**src/hw/rtl/tds_pkg.sv**
```systemverilog
// shared widths, types and defaults for the tagged descending sorter
`timescale 1ns / 1ps

package tds_pkg;

   localparam int KEY_W        = 32;
   localparam int TAG_W        = 6;
   localparam int DATA_W       = 40;
   localparam int CAPACITY_DEF = 64;

   typedef struct packed {
      logic [TAG_W-1:0] tag;
      logic [KEY_W-1:0] key;
   } entry_type;

   typedef struct packed {
      logic insert;
      logic pop;
   } cell_ctrl_type;

endpackage

```
**src/hw/rtl/tds_cell.sv**
```systemverilog
// one cell of the sorting chain: holds one entry, shifts down on insert and up on pop
`timescale 1ns / 1ps

module tds_cell
   import tds_pkg::*;
(
   input  logic          clock,
   input  logic          reset,
   input  cell_ctrl_type ctrl,
   input  entry_type     new_entry,
   input  entry_type     prev_entry,
   input  logic          prev_take,
   input  logic          prev_valid,
   input  entry_type     next_entry,
   input  logic          next_valid,
   output entry_type     entry,
   output logic          valid,
   output logic          take
);

   entry_type entry_ff;
   entry_type entry_in;
   logic      valid_ff;
   logic      valid_in;

   // empty cells rank below everything; equal keys stay put
   assign take  = !valid_ff || (new_entry.key > entry_ff.key);
   assign entry = entry_ff;
   assign valid = valid_ff;

   always_comb begin
      entry_in = entry_ff;
      valid_in = valid_ff;
      if (ctrl.pop) begin
         entry_in = next_entry;
         valid_in = next_valid;
      end else if (ctrl.insert && take) begin
         entry_in = prev_take ? prev_entry : new_entry;
         valid_in = valid_ff || prev_valid;
      end
   end

   always_ff @(posedge clock) begin
      if (reset) begin
         valid_ff <= 1'b0;
      end else begin
         valid_ff <= valid_in;
      end
   end

   always_ff @(posedge clock) begin
      entry_ff <= entry_in;
   end

endmodule

```
**config.mk**
```make
export PLATFORM = sky130hd
export DESIGN_NAME = tds_cell
export DESIGN_NICKNAME = d
export VERILOG_FILES = /design/src/hw/rtl/tds_pkg.sv /design/src/hw/rtl/tds_cell.sv
export SDC_FILE = /design/constraint.sdc
export NUM_CORES = 1
export LEC_CHECK = 0
export BUFFER_PORTS_ARGS = -buffer_cell sky130_fd_sc_hd__buf_2
export CAP_MARGIN = 5
export CORE_MARGIN = 1
export CORE_UTILIZATION = 46
export CTS_BUF_LIST = sky130_fd_sc_hd__clkbuf_4 sky130_fd_sc_hd__clkbuf_8
export CTS_CLUSTER_DIAMETER = 30
export CTS_CLUSTER_SIZE = 12
export DETAILED_ROUTE_END_ITERATION = 10
export PLACE_DENSITY_LB_ADDON = 0.15
export SLEW_MARGIN = 20
export SYNTH_ARGS = -nofsm -noshare
export SYNTH_HDL_FRONTEND = slang
export SYNTH_SLANG_ARGS = --single-unit
```
**constraint.sdc**
```tcl
create_clock -name clock -period 5.1 [get_ports clock]
set_input_delay 0.765 -clock clock [delete_from_list [all_inputs] [get_ports clock]]
set_output_delay 0.765 -clock clock [all_outputs]
set_load 0.03 [all_outputs]
```
==> results.txt <==
Final #Nets = 596
Total GRT Usage = 20.69%
Residual DRC count = 0
IO buf count = 160
Register area share after synthesis = 40.52%
Footprint of the multi-input gates = 1534 sq um
PD cells = 247.4 nW/um^2
DRT antenna net count = 0
Achievable Freq = 305.0 MHz
Width of the die = 80.92 um
DP HPWL = 5357 um
Via count = 2569
Crit-path max FO = 3
Post-Synthesis Cells = 287
Reg clk slew, reported paths = 0.06 ns
Drt via density = 4.950
Async S/R FF share, synth = 0%
Mux share of post-synthesis cell area = 13.28%
Top post-synthesis cells by area = edfxtp_1, ha_1, mux2i_1, o21ai_0, nand2_1
Worst slew margin = 55.61%
Root buffer cell = clkbuf_8
MaxCap Viol Count = 0
Fin crit share = 64.29%
Leakage power = 1.983 nW
Area delta synth->final = 33.54%
Max Clock Skew = 0.01366 ns
Setup Buffers After CTS = 0
Post-synthesis compound-gate area fraction = 13.58%
Largest family of logic cells by synthesized area = adder cells
CTS tree = built
Critical Path AT = 2.51 ns
Synthesized cell area = 2865 sq um
Number of synthesized flops with an enable pin = 38
Inserted Diodes = 0
WS Path Type = in2out
H-tree lvl count = 2
Hold Buf Count CTS = 0
First-pass GRT wire length = 10400 um
Crit path from = new_entry[15]
Cell taking the most area after synthesis = edfxtp_1
FF-to-FF setup slack = 2.31 ns
FILL cells = 529
Non-filler cells, final = 519
Highest-count cells in the layout ignoring fill and taps = buf_2, nand2_1, o21ai_0
Post-synthesis register bit count = 39
# IOs = 161
CTS Buf Count = 5
TritonRoute pass-1 iters = 4
Gr ovfl total = 0
GP Congestion = 0.7556
Syn Nets = 440
Clock Latency Late Sink = 0.29 ns
Drt total wl = 6704 um
WP data required = 4.34 ns
Maximum VDD drop = 0.1198 mV
Setup WS post-layout = 1.821 ns
Hold path startpoint = reset
Dpl cells = 511
Largest net degree at the start of global routing = 79
Initial antenna violation count = 0
Floorplan row count = 28
1st-iter DRT viols = 61
Post-synthesis area per instance = 9.983 sq um
Worst slew pin tran = 0.6572 ns
Min cycle time layout = 3.279 ns
Adder-Cell Fraction of Synth Area = 13.97%
Worst Setup End Kind = output pin
Routed WL per cell = 12.92 um
Post-Synth Simple-Gate Area = 12.05%
R2r startpoint = entry[11]$_DFFE_PP_
Clock Tree Buf Depth = 2
Synth top area share = 39.83%
Hold crit path type = in2reg
CTS sink cnt = 39
Core Box Area = 5956 sq um
Worst slack at placement = 1.798 ns
Starting density of the core = 48.11%
YS warnings = 0
Most common cell after layout, fill and taps aside = buf_2
Outcome = complete, no violations
Layout cells sized above 1 = 39.86%
Die Span Y = 80.92 um
Netlist cell types = 30
Pins Over Slew Limit = 0
Number of global-route vias before repair = 2382
Die Area = 6548 sq um
Cts repair resizes = 0
Count of final setup violators = 0
Worst setup SP type = input pin
Top_reg_cell synth = edfxtp_1
Fin Setup TNS = 0 ns
RSZ-0062 raised after global routing = false
Reg area = 1161 sq um
Hold Vio Cnt, Final = 0
Xor and xnor area share after synthesis = 0%
per-layer routing:
metal,part of all wire [%],GRT usage [%],vias up
li1,-,-,1347
met1,45,25.14,1119
met2,47,35.80,101
met3,8.0,6.404,2
met4,0.40,4.464,0
met5,0,0,-
where the power goes:
part / total (mW) / internal (mW) / leakage (nW) / switching, mW
Clock: 0.215 / 0.113 / 0.0498 / 0.102
Sequential: 0.411 / 0.395 / 0.400 / 0.0163
Combinational: 0.320 / 0.123 / 1.53 / 0.197
final timing paths:
| check | endpoint | cells past startpoint |
|---|---|---|
| max | take | 7 |
| min | valid$_SDFFE_PP0P_ | 2 |
| max reg2reg | entry[14]$_DFFE_PP_ | 8 |
| min reg2reg | valid$_SDFFE_PP0P_ | 4 |
synthesized netlist by cell type, types with 6 or more instances:
cell type and count:
nand3_1 6, o21ai_0 40, a21oi_1 14, inv_1 34
mux2i_1 38, ha_1 32, nand2_1 42, clkbuf_1 7
edfxtp_1 38
critical path, cell delays in order:
cell	delay [ns]
buf_2	0.11
ha_1	0.32
a21oi_1	0.13
o21ai_0	0.13
o41ai_1	0.68
a31oi_1	0.16
buf_2	0.22
cell type report:
type / instances / share of cell area (%)
flip-flops and latches: 39 / 30.35
inverters: 34 / 3.336
multi-input cells: 201 / 40.09
clock buffers: 8 / 2.387
repair buffers: 162 / 21.39
well taps: 75 / 2.453
flip-flops by register name (all words and copies together), names as in the netlist:
register	cells
entry	38
valid	1
cell families (layout without fill, tap and decap cells):
kind of cell,after synthesis,in the layout
AOI/OAI and AO/OA,67,67
and+or+nand+nor,64,64
buffers and inverters,47,204
DFF,39,39
muxes,38,38
adders and majority gates,32,32
metrics by stage:
| step | hold slack, ns | cell area [sq um] | utilization (%) | total power, mW |
|---|---|---|---|---|
| floorplan | 0.8045 | 2865 | - | 0.6262 |
| global placement | 0.7389 | 3732 | 62.67 | 0.7344 |
| detailed placement | 0.7650 | 3732 | 62.67 | 0.7416 |
| CTS | 0.6331 | 3824 | 64.20 | 0.9571 |
| global route | 0.6261 | 3826 | 64.24 | 1.007 |
| finish | 0.6418 | 3826 | 64.24 | 0.9464 |
Power figures use the tool's default switching activity.
